[config.mk]
export PLATFORM = sky130hd
export DESIGN_NAME = number_to_ascii_formatter_core
export DESIGN_NICKNAME = d
export VERILOG_FILES = /design/src/sv/nta_pkg.sv /design/src/sv/nta_bcd.sv /design/src/sv/nta_out.sv /design/src/sv/number_to_ascii_formatter_core.sv
export SDC_FILE = /design/constraint.sdc
export NUM_CORES = 1
export LEC_CHECK = 0
export BUFFER_PORTS_ARGS = -buffer_cell sky130_fd_sc_hd__buf_2
export CORE_ASPECT_RATIO = 1.5
export CORE_UTILIZATION = 30
export CTS_BUF_LIST = sky130_fd_sc_hd__clkbuf_4 sky130_fd_sc_hd__clkbuf_8
export CTS_CLUSTER_SIZE = 14
export DETAILED_ROUTE_END_ITERATION = 16
export GPL_TIMING_DRIVEN = 0
export REMOVE_ABC_BUFFERS = 1
export SLEW_MARGIN = 25
export SYNTH_ARGS = -nofsm -noshare
export SYNTH_HDL_FRONTEND = slang
export SYNTH_SLANG_ARGS = --single-unit
[constraint.sdc]
create_clock -name clock -period 4.8 [get_ports clock]
set_input_delay 1.2 -clock clock [delete_from_list [all_inputs] [get_ports clock]]
set_output_delay 1.2 -clock clock [all_outputs]
set_load 0.005 [all_outputs]
[src/sv/nta_pkg.sv]
// Shared types, constants and helpers for the number to ASCII formatter.
`default_nettype none
package nta_pkg;

   // Field widths
   localparam int VALUE_W     = 32;
   localparam int CMD_W       = 2;
   localparam int HEX_WIDTH_W = 4;
   localparam int CHAR_W      = 7;
   localparam int NIB_W       = 4;

   // Decimal digit limit default and fixed hex digit count
   localparam int MAX_DEC_DIGITS_DEF = 8;
   localparam int HEX_DIGITS         = 8;

   // Format commands
   localparam logic [CMD_W-1:0] CMD_DEC    = 2'd0;
   localparam logic [CMD_W-1:0] CMD_HEX_LO = 2'd1;
   localparam logic [CMD_W-1:0] CMD_HEX_UP = 2'd2;

   // ASCII anchors
   localparam logic [CHAR_W-1:0] ASCII_ZERO    = 7'h30;
   localparam logic [CHAR_W-1:0] ASCII_LOWER_A = 7'h61;
   localparam logic [CHAR_W-1:0] ASCII_UPPER_A = 7'h41;
   localparam logic [NIB_W-1:0]  NIB_MASK      = 4'h0F;

   typedef struct packed {
      logic [CMD_W-1:0]       cmd;
      logic [VALUE_W-1:0]     value;
      logic [HEX_WIDTH_W-1:0] hex_width;
   } req_type;

   typedef struct packed {
      logic [CHAR_W-1:0] ascii_char;
      logic              last;
      logic              error;
   } rsp_type;

   typedef enum logic [2:0] {
      ST_IDLE,
      ST_CONV,
      ST_SKIP,
      ST_EMIT,
      ST_ERR
   } state_type;

   // 10^digits, evaluated at elaboration
   function automatic longint dec_limit(input int digits);
      longint acc;
      acc = 1;
      for (int i = 0; i < digits; i++) begin
         acc = acc * 10;
      end
      return acc;
   endfunction

   // One nibble to its ASCII digit or letter
   function automatic logic [CHAR_W-1:0] nib_to_ascii(input logic [NIB_W-1:0] nib,
                                                      input logic upper);
      logic [NIB_W-1:0] n;
      n = nib & NIB_MASK;
      if (n < 4'd10) begin
         return ASCII_ZERO + CHAR_W'(n);
      end
      return (upper ? ASCII_UPPER_A : ASCII_LOWER_A) + CHAR_W'(n) - CHAR_W'(10);
   endfunction

endpackage
`default_nettype wire

[src/sv/nta_bcd.sv]
// Bit-serial binary to BCD converter (shift and add-3), one input bit per cycle.
`default_nettype none
module nta_bcd import nta_pkg::*; #(
   parameter int DIGITS   = MAX_DEC_DIGITS_DEF,
   parameter int BIN_BITS = 27
) (
   input  wire logic                  clock,
   input  wire logic                  reset,
   input  wire logic                  start,
   input  wire logic [BIN_BITS-1:0]   bin,
   output logic                       done,
   output logic [4*DIGITS-1:0]        bcd
);

   localparam int BCD_W = 4 * DIGITS;
   localparam int CNT_W = $clog2(BIN_BITS + 1);

   logic [BIN_BITS-1:0] bin_ff, bin_in;
   logic [BCD_W-1:0]    bcd_ff, bcd_in;
   logic [BCD_W-1:0]    adj;
   logic [CNT_W-1:0]    cnt_ff, cnt_in;
   logic                busy_ff, busy_in;
   logic                done_ff, done_in;

   // Add 3 to every digit of 5 or more before the shift
   always_comb begin
      for (int i = 0; i < DIGITS; i++) begin
         adj[4*i +: 4] = (bcd_ff[4*i +: 4] >= 4'd5) ? bcd_ff[4*i +: 4] + 4'd3
                                                    : bcd_ff[4*i +: 4];
      end
   end

   // Shift control
   always_comb begin
      bin_in  = bin_ff;
      bcd_in  = bcd_ff;
      cnt_in  = cnt_ff;
      busy_in = busy_ff;
      done_in = 1'b0;
      if (start) begin
         bin_in  = bin;
         bcd_in  = '0;
         cnt_in  = CNT_W'(BIN_BITS);
         busy_in = 1'b1;
      end else if (busy_ff) begin
         bcd_in = {adj[BCD_W-2:0], bin_ff[BIN_BITS-1]};
         bin_in = bin_ff << 1;
         cnt_in = cnt_ff - CNT_W'(1);
         if (cnt_ff == CNT_W'(1)) begin
            busy_in = 1'b0;
            done_in = 1'b1;
         end
      end
   end

   always_ff @(posedge clock) begin
      if (reset) begin
         busy_ff <= 1'b0;
         done_ff <= 1'b0;
         cnt_ff  <= '0;
      end else begin
         busy_ff <= busy_in;
         done_ff <= done_in;
         cnt_ff  <= cnt_in;
      end
      bin_ff <= bin_in;
      bcd_ff <= bcd_in;
   end

   assign done = done_ff;
   assign bcd  = bcd_ff;

endmodule
`default_nettype wire

[src/sv/nta_out.sv]
// Result output register: holds one beat toward the receiver.
`default_nettype none
module nta_out import nta_pkg::*; (
   input  wire logic    clock,
   input  wire logic    reset,
   input  wire logic    push,
   input  wire rsp_type push_data,
   output logic         ready,
   output logic         rsp_valid,
   input  wire logic    rsp_stall,
   output rsp_type      rsp
);

   logic    valid_ff, valid_in;
   rsp_type data_ff, data_in;

   // Slot is free when empty or its beat leaves this cycle
   assign ready = !valid_ff || !rsp_stall;

   always_comb begin
      valid_in = valid_ff && rsp_stall;
      data_in  = data_ff;
      if (push) begin
         valid_in = 1'b1;
         data_in  = push_data;
      end
   end

   always_ff @(posedge clock) begin
      if (reset) begin
         valid_ff <= 1'b0;
      end else begin
         valid_ff <= valid_in;
      end
      data_ff <= data_in;
   end

   assign rsp_valid = valid_ff;
   assign rsp       = data_ff;

endmodule
`default_nettype wire

[src/sv/number_to_ascii_formatter_core.sv]
// Top level of the number to ASCII formatter: sequencer and nibble shifter.
//
// Usage: one number enters on the req channel (req_valid/req_stall, payload
// cmd, value, hex_width) and leaves as a stream of ASCII characters on the
// rsp channel, most significant first, one beat per character, last set on
// the final one. A decimal value of 10^MAX_DEC_DIGITS or more gives a single
// beat with error set and ascii_char 0.
// One number is handled at a time; req_stall stays high until its final beat
// has been written into the output register, so the next number is taken
// while that beat still waits for the receiver.
// Hex: a left-aligned nibble shifter drops the unused upper nibbles one per
// cycle, then gives one character per cycle while the output register is
// ready.
// Decimal: the bit-serial BCD converter takes one bit per cycle, then the
// same nibble shifter skips leading zeros.
// Reset clears the sequencer and empties the output register.
// A stalled receiver holds the current beat; the sequencer waits and loses
// nothing.
`default_nettype none
module number_to_ascii_formatter_core import nta_pkg::*; #(
   parameter int MAX_DEC_DIGITS = MAX_DEC_DIGITS_DEF
) (
   input  wire logic    clock,
   input  wire logic    reset,
   input  wire logic    req_valid,
   output logic         req_stall,
   input  wire req_type req,
   output logic         rsp_valid,
   input  wire logic    rsp_stall,
   output rsp_type      rsp
);

   localparam longint DEC_LIMIT = dec_limit(MAX_DEC_DIGITS);
   localparam int     DEC_BITS  = $clog2(DEC_LIMIT);
   localparam int     BCD_W     = 4 * MAX_DEC_DIGITS;
   localparam int     SH_DIGS   = (MAX_DEC_DIGITS > HEX_DIGITS) ? MAX_DEC_DIGITS
                                                                : HEX_DIGITS;
   localparam int     SH_W      = 4 * SH_DIGS;
   localparam int     CNT_W     = $clog2(SH_DIGS + 1);
   localparam logic [VALUE_W:0] LIMIT_V = (VALUE_W + 1)'(DEC_LIMIT);

   state_type              state_ff, state_in;
   logic [SH_W-1:0]        sh_ff, sh_in;
   logic [CNT_W-1:0]       cnt_ff, cnt_in;
   logic [HEX_WIDTH_W-1:0] width_ff, width_in;
   logic                   dec_ff, dec_in;
   logic                   upper_ff, upper_in;

   logic             bcd_start;
   logic             bcd_done;
   logic [BCD_W-1:0] bcd;
   logic             out_ready;
   logic             push;
   rsp_type          push_data;
   logic [NIB_W-1:0] top_nib;
   logic             skip;

   assign top_nib   = sh_ff[SH_W-1 -: NIB_W];
   assign req_stall = (state_ff != ST_IDLE);

   // Drop leading nibbles: zeros in decimal, unused positions in hex
   assign skip = dec_ff ? ((top_nib == '0) && (cnt_ff > CNT_W'(1)))
                        : (cnt_ff > CNT_W'(width_ff));

   // Sequencer
   always_comb begin
      state_in  = state_ff;
      sh_in     = sh_ff;
      cnt_in    = cnt_ff;
      width_in  = width_ff;
      dec_in    = dec_ff;
      upper_in  = upper_ff;
      bcd_start = 1'b0;
      push      = 1'b0;
      push_data = '{ascii_char: nib_to_ascii(top_nib, upper_ff),
                    last: (cnt_ff == CNT_W'(1)), error: 1'b0};
      unique case (state_ff)
         ST_IDLE: begin
            if (req_valid) begin
               upper_in = req.cmd[1];
               if (req.cmd == CMD_DEC) begin
                  if ({1'b0, req.value} >= LIMIT_V) begin
                     state_in = ST_ERR;
                  end else begin
                     bcd_start = 1'b1;
                     state_in  = ST_CONV;
                  end
               end else begin
                  sh_in    = SH_W'(req.value) << (SH_W - VALUE_W);
                  cnt_in   = CNT_W'(HEX_DIGITS);
                  dec_in   = 1'b0;
                  width_in = ((req.hex_width == '0) ||
                              (req.hex_width > HEX_WIDTH_W'(HEX_DIGITS)))
                             ? HEX_WIDTH_W'(HEX_DIGITS) : req.hex_width;
                  state_in = ST_SKIP;
               end
            end
         end
         ST_CONV: begin
            if (bcd_done) begin
               sh_in    = SH_W'(bcd);
               cnt_in   = CNT_W'(SH_DIGS);
               dec_in   = 1'b1;
               state_in = ST_SKIP;
            end
         end
         ST_SKIP: begin
            if (skip) begin
               sh_in  = sh_ff << NIB_W;
               cnt_in = cnt_ff - CNT_W'(1);
            end else begin
               state_in = ST_EMIT;
            end
         end
         ST_EMIT: begin
            if (out_ready) begin
               push   = 1'b1;
               sh_in  = sh_ff << NIB_W;
               cnt_in = cnt_ff - CNT_W'(1);
               if (cnt_ff == CNT_W'(1)) begin
                  state_in = ST_IDLE;
               end
            end
         end
         ST_ERR: begin
            push_data = '{ascii_char: '0, last: 1'b1, error: 1'b1};
            if (out_ready) begin
               push     = 1'b1;
               state_in = ST_IDLE;
            end
         end
      endcase
   end

   always_ff @(posedge clock) begin
      if (reset) begin
         state_ff <= ST_IDLE;
      end else begin
         state_ff <= state_in;
      end
      sh_ff    <= sh_in;
      cnt_ff   <= cnt_in;
      width_ff <= width_in;
      dec_ff   <= dec_in;
      upper_ff <= upper_in;
   end

   // Bit-serial decimal conversion
   nta_bcd #(
      .DIGITS   (MAX_DEC_DIGITS),
      .BIN_BITS (DEC_BITS)
   ) u_bcd (
      .clock (clock),
      .reset (reset),
      .start (bcd_start),
      .bin   (req.value[DEC_BITS-1:0]),
      .done  (bcd_done),
      .bcd   (bcd)
   );

   // Output register
   nta_out u_out (
      .clock     (clock),
      .reset     (reset),
      .push      (push),
      .push_data (push_data),
      .ready     (out_ready),
      .rsp_valid (rsp_valid),
      .rsp_stall (rsp_stall),
      .rsp       (rsp)
   );

endmodule
`default_nettype wire

Word-level counts from Yosys, hierarchy flattened
Cells that the tools add are included.
{"block": "op_classes", "add_sub_neg": 13, "order_cmp": 13, "n_eq_ne": 14, "mux": 54, "bitwise_logic": 2, "n_reduce_logical": 22}
{"operator": "$mux W32", "count": 5}
{"operator": "$pmux W32 S4", "count": 1}
{"operator": "$mux W27", "count": 2}
{"operator": "$mux W4", "count": 12}
{"operator": "$ge A32 B27 Y1 const B", "count": 1}
{"operator": "$ge A4 B3 Y1 const B", "count": 8}
{"operator": "$add A4 B2 Y4 const B", "count": 7}
{"operator": "$mux W3", "count": 9}
{"operator": "$mux W1", "count": 17}
{"operator": "$pmux W4 S4", "count": 1}
{"operator": "$pmux W3 S5", "count": 1}
{"operator": "$mux W7", "count": 2}
{"operator": "$ne A2 B2 Y1 const B", "count": 7}
{"operator": "$reduce_and A6 Y1", "count": 2}
{"operator": "$mux W5", "count": 2}
{"operator": "$logic_not A4 Y1", "count": 2}
{"operator": "$add A6 B4 Y7 const A", "count": 1}
{"operator": "$add A7 B4 Y7", "count": 1}
{"operator": "$sub A7 B4 Y7 const B", "count": 1}
{"operator": "$eq A3 B2 Y1 const B", "count": 2}
{"operator": "$mux W6", "count": 1}
{"operator": "$eq A5 B1 Y1 const B", "count": 1}
{"operator": "$sub A5 B1 Y5 const B", "count": 1}
{"operator": "$eq A4 B1 Y1 const B", "count": 1}
{"operator": "24 further kinds", "count": 30}
{"block": "word_totals", "register_bits": 121, "out_inout_bits": 11}

Depth between registers and ports, before layout
Gate-level depths: netlist of run 1.
{"block": "depth", "word_depth": 6, "ltp_mapped": 7, "ltp_nobuf": 7}

Modules after synthesis
From an unflattened synthesis of run 1, not the netlist that was laid out.
{"block": "unflattened", "cells_unflattened": 616, "area_unflattened_um2": 6346.1}
{"mod": "nta_bcd", "instances": 1, "cells_per_inst": 333, "area_per_inst_um2": 3415.8, "seq_area_each_um2": 1591.5}
{"mod": "number_to_ascii_formatter_core", "instances": 1, "cells_per_inst": 270, "area_per_inst_um2": 2627.5, "seq_area_each_um2": 1321.3}
{"mod": "nta_out", "instances": 1, "cells_per_inst": 13, "area_per_inst_um2": 302.8, "seq_area_each_um2": 290.3}

Least setup slack after synthesis of run 1
No wires, ideal clock.
{"block": "synth_timing", "path_kind": "input port to flip-flop", "from": "input rsp_stall", "to": "register cnt_ff[0], enable pin", "setup_ps": 450, "t_arrival_ps": 3493, "required_ps": 4350, "path_slack_ps": 856, "stages": 4, "path_cell_list": "and3_1 -> o21ai_0 -> nand2_1 -> a41oi_1"}
{"block": "synth_between", "elab_chain_cells": 4}
{"element": "from (decl)", "line_no": "number_to_ascii_formatter_core.sv:29", "rtl": "input wire logic rsp_stall,"}
{"element": "$logic_not A1 Y1", "line_no": "nta_out.sv:18", "rtl": "assign ready = !valid_ff || !rsp_stall;"}
{"element": "$logic_or A1 B1 Y1", "line_no": "nta_out.sv:18"}
{"element": "$ne A2 B2 Y1 (no line)"}
{"element": "$reduce_and A6 Y1 (no line)"}
{"element": "to (signal assigned)", "line_no": "number_to_ascii_formatter_core.sv:142", "rtl": "cnt_ff <= cnt_in;"}
{"element": "to (decl)", "line_no": "number_to_ascii_formatter_core.sv:44", "rtl": "logic [CNT_W-1:0] cnt_ff, cnt_in;"}
No other way between the ends.
A chain may end at the register's enable or synchronous reset.

Worst setup path in the final report of run 1
{"block": "layout_timing", "from": "input req[13] (netlist bit)", "to": "register u_bcd.bin_ff[17], enable pin"}
{"block": "layout_between", "elab_chain_cells": 6}
{"element": "from (decl)", "line_no": "number_to_ascii_formatter_core.sv:27", "rtl": "input wire req_type req,"}
{"element": "$ge A32 B27 Y1", "line_no": "number_to_ascii_formatter_core.sv:82", "rtl": "if ({1'b0, req.value} >= LIMIT_V) begin"}
{"element": "$mux W1", "line_no": "number_to_ascii_formatter_core.sv:82"}
{"element": "$mux W1", "line_no": "number_to_ascii_formatter_core.sv:81", "rtl": "if (req.cmd == CMD_DEC) begin"}
{"element": "$mux W1", "line_no": "number_to_ascii_formatter_core.sv:79", "rtl": "if (req_valid) begin"}
{"element": "$mux W1", "line_no": "number_to_ascii_formatter_core.sv:77", "rtl": "unique case (state_ff)"}
{"element": "$reduce_bool A2 Y1 (no line)"}
{"element": "to (signal assigned)", "line_no": "nta_bcd.sv:66", "rtl": "bin_ff <= bin_in;"}
{"element": "to (decl)", "line_no": "nta_bcd.sv:18", "rtl": "logic [BIN_BITS-1:0] bin_ff, bin_in;"}
No other way between the ends.

==> impl_metrics.sql, run 1 <==
INSERT INTO impl_metrics (metric_group, metric, value, unit) VALUES
('cts', 'post_cts_resized', '0', ''),
('sta', 'final.period_utilization', '0.757', ''),
('synth', 'post-synth-top-area-fraction', '0.366', ''),
('cts', 'cts_hold_buf', '0', ''),
('synth', 'netlist_area', '6400', 'um2'),
('die', 'initial_core_util', '0.305', ''),
('sta', 'finalHoldWorstSlack', '0.479', 'ns'),
('critical_path', 'cp_top_family', 'simple AND/OR/NAND/NOR gates', ''),
('placed_design', 'worst_setup_timing_slack_at_the_placement_stage', '0.640', 'ns'),
('critical_path', 'critical_path.startpoint_type', 'primary input', ''),
('placed_design', 'place.port_buffers', '52', ''),
('synth', 'ys_seq_elements', '121', ''),
('sta', 'worst_clock_skew', '0.0156', 'ns'),
('placed_design', 'place.detailed.instances', '907', ''),
('synth', 'dominant_synthesized_flop_cell', 'sky130_fd_sc_hd__edfxtp_1', ''),
('layout', 'area.growth.synth_to_final', '15.7', '%'),
('cts', 'cts_tree', 'built', ''),
('sta', 'maxSlewViolCount', '0', ''),
('layout', 'nFillCells', '2161', ''),
('die', 'fp.dieArea', '21900', 'um2'),
('sta', 'max_clock_freq', '275', 'MHz'),
('die', 'fp-row-count', '65', ''),
('critical_path', 'worst-r2r-cell-count', '6', ''),
('synth', 'synth_instances', '617', ''),
('critical_path', 'critical-path-slowest-cell', 'sky130_fd_sc_hd__nand3_4', ''),
('sta', 'setup_slack', '1.17', 'ns'),
('cts', 'clk_latency', '0.46', 'ns'),
('drt', 'final_antenna_net_count', '0', ''),
('critical_path', 'biggest_fanout_along_the_worst_timing_path', '38', ''),
('sta', 'least_margin_pin_slew', '0.839', 'ns'),
('drt', 'post-route-drc-count', '0', ''),
('critical_path', 'critical_path_endpoint_category', 'register', ''),
('layout', 'drive_gt1_frac', '0.186', ''),
('synth', 'synth-seq-area-share', '0.500', ''),
('min_path', 'hold-path-cell-count', '2', ''),
('drt', 'avgRoutedWirePerCell', '16.4', 'um'),
('drt', 'drt_first_pass_iters', '5', ''),
('layout', 'layout.core_utilization', '0.353', ''),
('sta', 'finalSetupViolations', '0', ''),
('sta', 'hold_viol', '0', ''),
('sta', 'slew-limit-headroom', '0.441', ''),
('pwr', 'p_leak', '0.00289', 'uW'),
('sta', 'timing.final.crit_period', '3.63', 'ns'),
('global_routing', 'first_global_vias', '4945', ''),
('global_routing', 'grt_resource_usage_total', '0.151', ''),
('sta', 'tns', '0', 'ns'),
('placed_design', 'detailed_place_hpwl', '10.3', 'mm'),
('cts', 'clock_path_buffers', '2', ''),
('critical_path', 'critical_path_depth', '7', ''),
('synth', 'synth-warning-count', '0', ''),
('global_routing', 'largest_net_degree_at_the_start_of_global_routing', '63', ''),
('synth', 'synthesis.area_per_instance', '10.4', 'um2'),
('cts', 'root_buffer_master', 'sky130_fd_sc_hd__clkbuf_8', ''),
('global_routing', 'initial_antenna_violation_count', '0', ''),
('drt', 'routed-via-count', '4847', ''),
('synth', 'synth_cell_types', '49', ''),
('synth', 'yosys-top-cells-area', 'sky130_fd_sc_hd__edfxtp_1, sky130_fd_sc_hd__dfxtp_1, sky130_fd_sc_hd__o21ai_0', ''),
('synth', 'synth_largest_area_cell', 'sky130_fd_sc_hd__edfxtp_1', ''),
('layout', 'number_of_inserted_diodes', '0', ''),
('critical_path', 'critical-path-max-stage-delay', '0.63', 'ns'),
('critical_path', 'worst-setup-path-type', 'in2reg', ''),
('cts', 'clkSlewWorstSetupHoldPaths', '0.07', 'ns'),
('die', 'die_w', '121', 'um'),
('cts', 'cts_max_level', '4', ''),
('min_path', 'min-delay-path-class', 'reg2reg', ''),
('run', 'cap_violations', '0', ''),
('run_status', 'result_of_the_run', 'completed', ''),
('global_routing', 'grt_overflow_total', '0', ''),
('synth', 'async_flop_share', '0', ''),
('global_routing', 'wire_length_of_the_first_global_routing_pass', '25.4', 'mm'),
('synth', 'synth_edf_count', '78', '');
==> worst reg2reg max path, delay by kind of cell (launching register included) <==
family        cells  cell delay [ns]
simple gates      3             1.23
flops             1             0.55
buf+inv           3             0.99
==> layer usage <==
layer	up-vias	wire length (um)	global-route usage
met3	30	630	0.0341
met2	136	7990	0.258
met5	-	0	0
li1	2347	-	-
met1	2334	6370	0.175
met4	0	447	0.0770
==> cell families (layout without fill, tap and decap cells) <==
logic type / after synthesis / in the layout / share of synthesized area
buf+inv: 68 / 122 / 0.0445
mux: 37 / 37 / 0.0735
xor+xnor: 22 / 22 / 0.0301
compound gates: 189 / 189 / 0.177
fa+ha+maj: 25 / 25 / 0.0488
flops: 121 / 121 / 0.500
simple gates: 155 / 155 / 0.126
==> cells in the mapped netlist, types with 14 or more instances <==
| master | number |
|---|---|
| sky130_fd_sc_hd__xnor2_1 | 21 |
| sky130_fd_sc_hd__nand3_1 | 17 |
| sky130_fd_sc_hd__ha_1 | 25 |
| sky130_fd_sc_hd__mux2_4 | 18 |
| sky130_fd_sc_hd__a21oi_1 | 54 |
| sky130_fd_sc_hd__nand2_1 | 34 |
| sky130_fd_sc_hd__nor3_1 | 22 |
| sky130_fd_sc_hd__clkbuf_1 | 28 |
| sky130_fd_sc_hd__and3_1 | 14 |
| sky130_fd_sc_hd__dfxtp_1 | 43 |
| sky130_fd_sc_hd__a22oi_1 | 37 |
| sky130_fd_sc_hd__nand2b_1 | 16 |
| sky130_fd_sc_hd__o21ai_0 | 65 |
| sky130_fd_sc_hd__inv_1 | 31 |
| sky130_fd_sc_hd__edfxtp_1 | 78 |
| sky130_fd_sc_hd__nor2_1 | 25 |
==> stage by stage <==
stage	power, uW	area (um2)
after CTS	3430	7410
final	3400	7410
after global placement	2400	6840
after global routing	3610	7410
after floorplan	2130	6240
after detailed placement	2500	7020
==> registers in the layout, indices dropped and copies added (netlist names), 3 cells and up <==
name,cells
u_bcd.cnt_ff,5
cnt_ff,4
u_bcd.bcd,32
u_bcd.bin_ff,27
sh_ff,32
u_out.rsp,9
state_ff,3
width_ff,4
==> area by class of cell <==
class,count,area [um2],share of cell area
multi-input combinational,428,2950,0.398
inverter,32,121,0.0164
sequential,121,3210,0.433
tap,268,335,0.0452
clock inverter,12,130,0.0176
clock buffer,20,263,0.0354
timing repair buffer,58,398,0.0537
==> placed cells by master, fill, tap and decap left out, types with 3 or more instances in the layout <==
master,count
sky130_fd_sc_hd__edfxtp_1,78
sky130_fd_sc_hd__o21ai_0,65
sky130_fd_sc_hd__a21oi_1,54
sky130_fd_sc_hd__buf_2,52
sky130_fd_sc_hd__dfxtp_1,40
sky130_fd_sc_hd__a22oi_1,37
sky130_fd_sc_hd__nand2_1,34
sky130_fd_sc_hd__inv_1,31
sky130_fd_sc_hd__nor2_1,25
sky130_fd_sc_hd__ha_1,25
sky130_fd_sc_hd__nor3_1,22
sky130_fd_sc_hd__xnor2_1,21
sky130_fd_sc_hd__mux2_4,18
sky130_fd_sc_hd__clkbuf_8,18
sky130_fd_sc_hd__nand3_1,17
sky130_fd_sc_hd__nand2b_1,15
sky130_fd_sc_hd__and3_1,13
sky130_fd_sc_hd__mux2i_1,11
sky130_fd_sc_hd__mux2_2,8
sky130_fd_sc_hd__a21o_1,8
sky130_fd_sc_hd__and2_1,8
sky130_fd_sc_hd__o211ai_1,7
sky130_fd_sc_hd__clkinv_2,6
sky130_fd_sc_hd__nor2b_1,5
sky130_fd_sc_hd__a211oi_1,4
sky130_fd_sc_hd__clkinv_1,4
sky130_fd_sc_hd__o21a_1,3
sky130_fd_sc_hd__bufinv_16,3
sky130_fd_sc_hd__buf_16,3
==> final timing paths <==
kind	from	to	slack, ns
worst min register to register	u_bcd.bcd[31]$_SDFFE_PP0P_	u_bcd.bcd[31]$_SDFFE_PP0P_	0.48
worst max-delay path	req[13]	u_bcd.bin_ff[17]$_DFFE_PP_	1.17
worst max register to register	state_ff[2]$_SDFFE_PP0P_	u_bcd.bin_ff[17]$_DFFE_PP_	1.70
worst min-delay path	u_bcd.bcd[31]$_SDFFE_PP0P_	u_bcd.bcd[31]$_SDFFE_PP0P_	0.48
==> power breakdown <==
part	switching (uW)	internal, uW
registers	180	1420
logic	501	373
clock network	397	526
Note: power is estimated with default switching activity, not from simulation.
==> run 2, diff against run 1 <==
Clock period 4.8 ns to 2.9 ns, I/O delays scaled along.
==> run 2 against run 1 <==
Register-to-register slack lost 1.5 ns. Design area grew 0.51%. Die area is the same. Sequential share of layout area shrank 0.22 points. Utilization grew 0.18 points. Setup slack lost 1.1 ns. Clock-buffer cell count is the same.
==> impl_metrics.sql, run 2 (synthesized netlist as in run 1, its figures left out) <==
INSERT INTO impl_metrics (metric_group, metric, value, unit) VALUES
('run_status', 'result_of_the_run', 'completed', ''),
('cts', 'clock_path_buffers', '2', ''),
('cts', 'cts_tree', 'built', ''),
('pwr', 'fin_total_pwr', '5650', 'uW'),
('sta', 'timing.final.crit_period', '2.84', 'ns'),
('layout', 'drive_gt1_frac', '0.194', ''),
('drt', 'routed-via-count', '4892', ''),
('pwr', 'power_frac_clock', '0.271', ''),
('critical_path', 'worst-endpoint-arrival', '2.99', 'ns'),
('die', 'initial_core_util', '0.305', ''),
('cts', 'cts_hold_buf', '0', ''),
('sta', 'finalSetupViolations', '0', ''),
('die', 'die_w', '121', 'um'),
('placed_design', 'detailed_place_hpwl', '10.3', 'mm'),
('layout', 'total_number_of_nets_in_the_final_design', '728', ''),
('drt', 'first_iter_violations', '322', ''),
('drt', 'viasPerCell', '5.19', ''),
('run', 'cap_violations', '0', ''),
('layout', 'number_of_inserted_diodes', '0', ''),
('critical_path', 'critical_path_endpoint_category', 'register', ''),
('layout', 'layout.cells.most_common_list', 'sky130_fd_sc_hd__edfxtp_1, sky130_fd_sc_hd__o21ai_0, sky130_fd_sc_hd__a21oi_1', ''),
('sta', 'final.period_utilization', '0.980', ''),
('die', 'coreArea', '21000', 'um2'),
('global_routing', 'wire_length_of_the_first_global_routing_pass', '25.7', 'mm'),
('drt', 'final_antenna_net_count', '0', ''),
('cts', 'tritoncts_num_sinks', '121', ''),
('die', 'fp-row-count', '65', ''),
('layout', 'mostFrequentLayoutCell', 'sky130_fd_sc_hd__edfxtp_1', ''),
('die', 'fp.dieArea', '21900', 'um2'),
('cts', 'clkSlewWorstSetupHoldPaths', '0.07', 'ns'),
('sta', 'maxSlewViolCount', '0', ''),
('critical_path', 'worst-setup-path-type', 'in2reg', ''),
('global_routing', 'initial_antenna_violation_count', '0', ''),
('sta', 'max_clock_freq', '352', 'MHz'),
('pwr', 'portion_of_total_power_attributed_to_sequential_cells', '0.471', ''),
('layout', 'layout.core_utilization', '0.355', ''),
('pwr', 'power.share.combinational', '0.258', ''),
('pwr', 'internal_power', '3850', 'uW'),
('cts', 'root_buffer_master', 'sky130_fd_sc_hd__clkbuf_8', ''),
('critical_path', 'critical_path.startpoint_type', 'primary input', ''),
('cts', 'cts_buffers', '17', ''),
('sta', 'rsz0062_at_grt', 'false', ''),
('sta', 'tns', '0', 'ns'),
('die', 'die_h', '181', 'um'),
('global_routing', 'largest_net_degree_at_the_start_of_global_routing', '63', ''),
('cts', 'clk_latency', '0.45', 'ns'),
('sta', 'slew-limit-headroom', '0.439', ''),
('min_path', 'min-delay-path-class', 'reg2reg', ''),
('layout', 'design_area', '7450', 'um2'),
('drt', 'wirelength', '15.8', 'mm'),
('sta', 'finalHoldWorstSlack', '0.480', 'ns'),
('global_routing', 'grt_overflow_total', '0', ''),
('critical_path', 'cp_data_required_time', '3.05', 'ns'),
('placed_design', 'place.port_buffers', '52', ''),
('drt', 'avgRoutedWirePerCell', '16.8', 'um'),
('global_routing', 'first_global_vias', '4966', ''),
('placed_design', 'rd_place_congestion', '0.774', ''),
('sta', 'hold_viol', '0', ''),
('drt', 'drt_first_pass_iters', '6', ''),
('pwr', 'p_leak', '0.00290', 'uW'),
('pwr', 'cellPowerDensity', '758', 'nW/um2'),
('placed_design', 'placed_cell_area', '7020', 'um2'),
('global_routing', 'grt_resource_usage_total', '0.154', ''),
('layout', 'area.growth.synth_to_final', '16.3', '%'),
('cts', 'cts_max_level', '4', ''),
('pwr', 'p_sw_frac', '0.318', ''),
('pwr', 'total_switching_power', '1800', 'uW'),
('critical_path', 'r2r_slack', '0.16', 'ns'),
('sta', 'least_margin_pin_slew', '0.841', 'ns'),
('pwr', 'maximum_ir_drop_on_the_vdd_rail', '0.312', 'mV'),
('drt', 'post-route-drc-count', '0', ''),
('die', 'io-pin-count', '53', ''),
('critical_path', 'biggest_fanout_along_the_worst_timing_path', '23', ''),
('sta', 'worst_clock_skew', '0.0109', 'ns');
-- run 2: metal layers --
layer  GRT usage  up-vias  routed length [um]
li1            -     2359                   -
met2       0.263      121                8150
met5           0        -                   0
met4      0.0770        0                 447
met3      0.0325       27                 616
met1       0.178     2385                6600
-- run 2: worst max-delay path: stages --
cell and delay, ns:
sky130_fd_sc_hd__buf_2 0.13, sky130_fd_sc_hd__nor4_1 0.40, sky130_fd_sc_hd__a211oi_1 0.18, sky130_fd_sc_hd__o221ai_2 0.46, sky130_fd_sc_hd__nand3_4 0.46, sky130_fd_sc_hd__nand2b_2 0.38, sky130_fd_sc_hd__buf_12 0.22
-- run 2: final cells by class --
class                      instances  area [um2]
clock buffer                      20         263
timing repair buffer              60         413
clock inverter                    12         130
sequential                       121        3210
fill                            2157       13500
tap                              268         335
multi-input combinational        429        2970
inverter                          32         125
-- run 2: power by group through the flow --
stage          clock network, uW  logic [uW]  registers [uW]
2_1_floorplan                  0         909            2620
3_3_place_gp                   0        1240            2740
3_5_place_dp                   0        1450            2700
4_1_cts                     1560        1470            2660
5_1_grt                     1620        1640            2720
6_report                    1530        1460            2660
-- run 2: per-stage QoR --
step	instances	setup slack, ns
6_report	942	0.0590
5_1_grt	942	0.00981
4_1_cts	942	0.0189
3_5_place_dp	907	-0.785
3_3_place_gp	901	-3.59
2_1_floorplan	581	-1.08
-- run 2: final timing paths --
| kind | start | to | cells after the start |
|---|---|---|---|
| hold reg to reg | u_bcd.bcd[31]$_SDFFE_PP0P_ | u_bcd.bcd[31]$_SDFFE_PP0P_ | 2 |
| setup reg to reg | state_ff[0]$_SDFFE_PP0P_ | u_bcd.bin_ff[17]$_DFFE_PP_ | 6 |
| hold / removal | u_bcd.bcd[31]$_SDFFE_PP0P_ | u_bcd.bcd[31]$_SDFFE_PP0P_ | 2 |
| setup / recovery | req[13] | u_bcd.bin_ff[17]$_DFFE_PP_ | 7 |
-- run 2: timing repair --
action,in CTS,in global routing
pin swaps,1,1
gates cloned,1,0
buffers inserted,2,0
setup endpoints to repair,54,17
gates resized for setup,3,0
==> run 3, diff against run 2 <==
Settings changed: CORE_ASPECT_RATIO 1.5 to 1.25.
Clock period 2.9 ns to 3.5 ns, I/O delays scaled along.
==> run 3 against run 2 <==
Utilization grew 0.30 points. Clock skew rose by 0.0051 ns. Global-route usage decreased by 0.64 points. Sequential share of layout area decreased by 0.18 points. Critical path depth is the same. Routed wire length is 4.1% lower. Clock power is 14% lower. Critical endpoint is now u_bcd.bin_ff[1]$_DFFE_PP_. Largest cell class unchanged.
==> impl_metrics.sql, run 3 (synthesized netlist as in run 1, its figures left out) <==
INSERT INTO impl_metrics (metric_group, metric, value, unit) VALUES
('sta', 'rsz0062_at_grt', 'false', ''),
('global_routing', 'first_global_vias', '4702', ''),
('global_routing', 'grt_util_met2', '0.253', ''),
('cts', 'clk_latency', '0.45', 'ns'),
('cts', 'cts_buffers', '17', ''),
('die', 'fp.dieArea', '21900', 'um2'),
('sta', 'final.period_utilization', '0.878', ''),
('die', 'io-pin-count', '53', ''),
('sta', 'maxSlewViolCount', '0', ''),
('drt', 'wirelength', '15.2', 'mm'),
('cts', 'root_buffer_master', 'sky130_fd_sc_hd__clkbuf_8', ''),
('global_routing', 'initial_antenna_violation_count', '0', ''),
('drt', 'viasPerCell', '5.03', ''),
('cts', 'postCtsSetupRepairBufs', '0', ''),
('pwr', 'internal_power', '3240', 'uW'),
('global_routing', 'top_usage_layer', 'met2', ''),
('pwr', 'cellPowerDensity', '632', 'nW/um2'),
('global_routing', 'largest_net_degree_at_the_start_of_global_routing', '63', ''),
('cts', 'tritoncts_num_sinks', '121', ''),
('critical_path', 'crit_chain', 'buf_2, nor4_1, a211oi_1, o221ai_2, nand3_4, nand2b_2, buf_16', ''),
('layout', 'layout.core_utilization', '0.358', ''),
('die', 'initial_core_util', '0.307', ''),
('placed_design', 'place.port_buffers', '52', ''),
('cts', 'clkSlewWorstSetupHoldPaths', '0.07', 'ns'),
('pwr', 'power_frac_clock', '0.277', ''),
('die', 'die_w', '133', 'um'),
('critical_path', 'critical-path-max-stage-delay', '0.49', 'ns'),
('drt', 'drt_first_pass_iters', '5', ''),
('layout', 'nFillCells', '2113', ''),
('pwr', 'p_sw_frac', '0.314', ''),
('global_routing', 'wire_length_of_the_first_global_routing_pass', '24.6', 'mm'),
('run_status', 'result_of_the_run', 'completed', ''),
('min_path', 'min-delay-path-class', 'reg2reg', ''),
('sta', 'max_clock_freq', '325', 'MHz'),
('pwr', 'maximum_ir_drop_on_the_vdd_rail', '0.278', 'mV'),
('critical_path', 'cp_data_required_time', '3.64', 'ns'),
('layout', 'layout.cells.most_common_list', 'sky130_fd_sc_hd__edfxtp_1, sky130_fd_sc_hd__o21ai_0, sky130_fd_sc_hd__a21oi_1', ''),
('drt', 'avgRoutedWirePerCell', '16.0', 'um'),
('global_routing', 'grt_resource_usage_total', '0.147', ''),
('sta', 'hold_viol', '0', ''),
('global_routing', 'met3_usage', '0.0299', ''),
('global_routing', 'grt.met1_usage', '0.178', ''),
('drt', 'post-route-drc-count', '0', ''),
('die', 'coreArea', '20900', 'um2'),
('sta', 'timing.final.crit_period', '3.07', 'ns'),
('placed_design', 'rd_place_congestion', '0.770', ''),
('critical_path', 'critical_path_endpoint_category', 'register', ''),
('critical_path', 'worst-setup-path-type', 'in2reg', ''),
('cts', 'clock_path_buffers', '2', ''),
('die', 'fp-row-count', '59', ''),
('critical_path', 'biggest_fanout_along_the_worst_timing_path', '20', ''),
('run', 'cap_violations', '0', ''),
('layout', 'number_of_inserted_diodes', '0', ''),
('pwr', 'total_switching_power', '1490', 'uW'),
('layout', 'mostFrequentLayoutCell', 'sky130_fd_sc_hd__edfxtp_1', ''),
('die', 'die_h', '165', 'um'),
('drt', 'routed-via-count', '4754', ''),
('pwr', 'power.share.combinational', '0.257', ''),
('global_routing', 'grt_overflow_total', '0', ''),
('layout', 'area.growth.synth_to_final', '16.8', '%'),
('pwr', 'p_leak', '0.00291', 'uW'),
('sta', 'slew-limit-headroom', '0.450', ''),
('drt', 'first_iter_violations', '295', ''),
('sta', 'worst_clock_skew', '0.0160', 'ns'),
('drt', 'final_antenna_net_count', '0', ''),
('placed_design', 'detailed_place_hpwl', '9.88', 'mm'),
('cts', 'cts_max_level', '4', ''),
('pwr', 'fin_total_pwr', '4730', 'uW'),
('critical_path', 'critical-path-slowest-cell', 'sky130_fd_sc_hd__nand3_4', ''),
('layout', 'drive_gt1_frac', '0.193', ''),
('pwr', 'portion_of_total_power_attributed_to_sequential_cells', '0.466', ''),
('cts', 'cts_tree', 'built', ''),
('critical_path', 'worst-endpoint-arrival', '3.22', 'ns'),
('critical_path', 'critical_path.startpoint_type', 'primary input', ''),
('layout', 'total_number_of_nets_in_the_final_design', '726', ''),
('sta', 'least_margin_pin_slew', '0.825', 'ns'),
('sta', 'finalSetupViolations', '0', '');
==> run 3: cell count changes in the layout (fill, tap and decap cells not counted), moves of 2 or more <==
cell / delta
sky130_fd_sc_hd__buf_12: -2
sky130_fd_sc_hd__buf_4: -2
sky130_fd_sc_hd__buf_16: +3
sky130_fd_sc_hd__clkinv_1: -3
==> run 3: power groups by stage <==
| stage | sequential [uW] | clock [uW] | combinational (uW) |
|---|---|---|---|
| after floorplan | 2170 | 0 | 753 |
| after global placement | 2280 | 0 | 1030 |
| after detailed placement | 2230 | 0 | 1210 |
| after CTS | 2200 | 1350 | 1220 |
| after global routing | 2250 | 1410 | 1370 |
| final | 2200 | 1310 | 1210 |
==> run 3: cell type report <==
class,count,area [um2],share of cell area
inverters,32,121,0.0162
flip-flops and latches,121,3210,0.429
multi-input cells,429,2970,0.397
clock inverters,10,126,0.0169
well taps,274,343,0.0458
repair buffers,58,425,0.0569
clock buffers,22,284,0.0380
==> run 3: final timing paths <==
| check | from | endpoint | slack [ns] | depth (start not counted) |
|---|---|---|---|---|
| hold reg to reg | u_bcd.bcd[31]$_SDFFE_PP0P_ | u_bcd.bcd[31]$_SDFFE_PP0P_ | 0.48 | 2 |
| hold / removal | u_bcd.bcd[31]$_SDFFE_PP0P_ | u_bcd.bcd[31]$_SDFFE_PP0P_ | 0.48 | 2 |
| setup / recovery | req[13] | u_bcd.bin_ff[1]$_DFFE_PP_ | 0.43 | 7 |
| setup reg to reg | state_ff[2]$_SDFFE_PP0P_ | u_bcd.bin_ff[1]$_DFFE_PP_ | 0.60 | 6 |
==> run 3: metal layers <==
| metal | share of wire | wire [um] | up-vias |
|---|---|---|---|
| li1 | - | - | 2352 |
| met1 | 0.44 | 6610 | 2279 |
| met2 | 0.50 | 7580 | 110 |
| met3 | 0.051 | 766 | 13 |
| met4 | 0.014 | 206 | 0 |
| met5 | 0 | 0 | - |
==> run 3: per-stage QoR <==
step / TNS (ns) / hold slack, ns / worst slack, ns / instance area (um2) / instances
5_1_grt: 0 / 0.499 / 0.359 / 7480 / 946
2_1_floorplan: -20.99 / 0.440 / -0.476 / 6240 / 581
4_1_cts: 0 / 0.479 / 0.0333 / 7480 / 946
3_3_place_gp: -252.35 / 0.464 / -3.06 / 6840 / 907
6_report: 0 / 0.479 / 0.426 / 7480 / 946
3_5_place_dp: -15.98 / 0.467 / -0.477 / 7060 / 913
==> run 3: timing repair <==
action | CTS | global route
pin swaps | 1 | 0
setup endpoints to repair | 13 | 20
resized for setup | 0 | 1
hold buffers | 0 | 0
gates cloned | 1 | 0
==> run 3: critical path, delay by kind of cell <==
family                 cells  cell delay (ns)
AND/OR/NAND/NOR            3             1.29
AO/OA/AOI/OAI              2             0.69
buffers and inverters      2             0.34
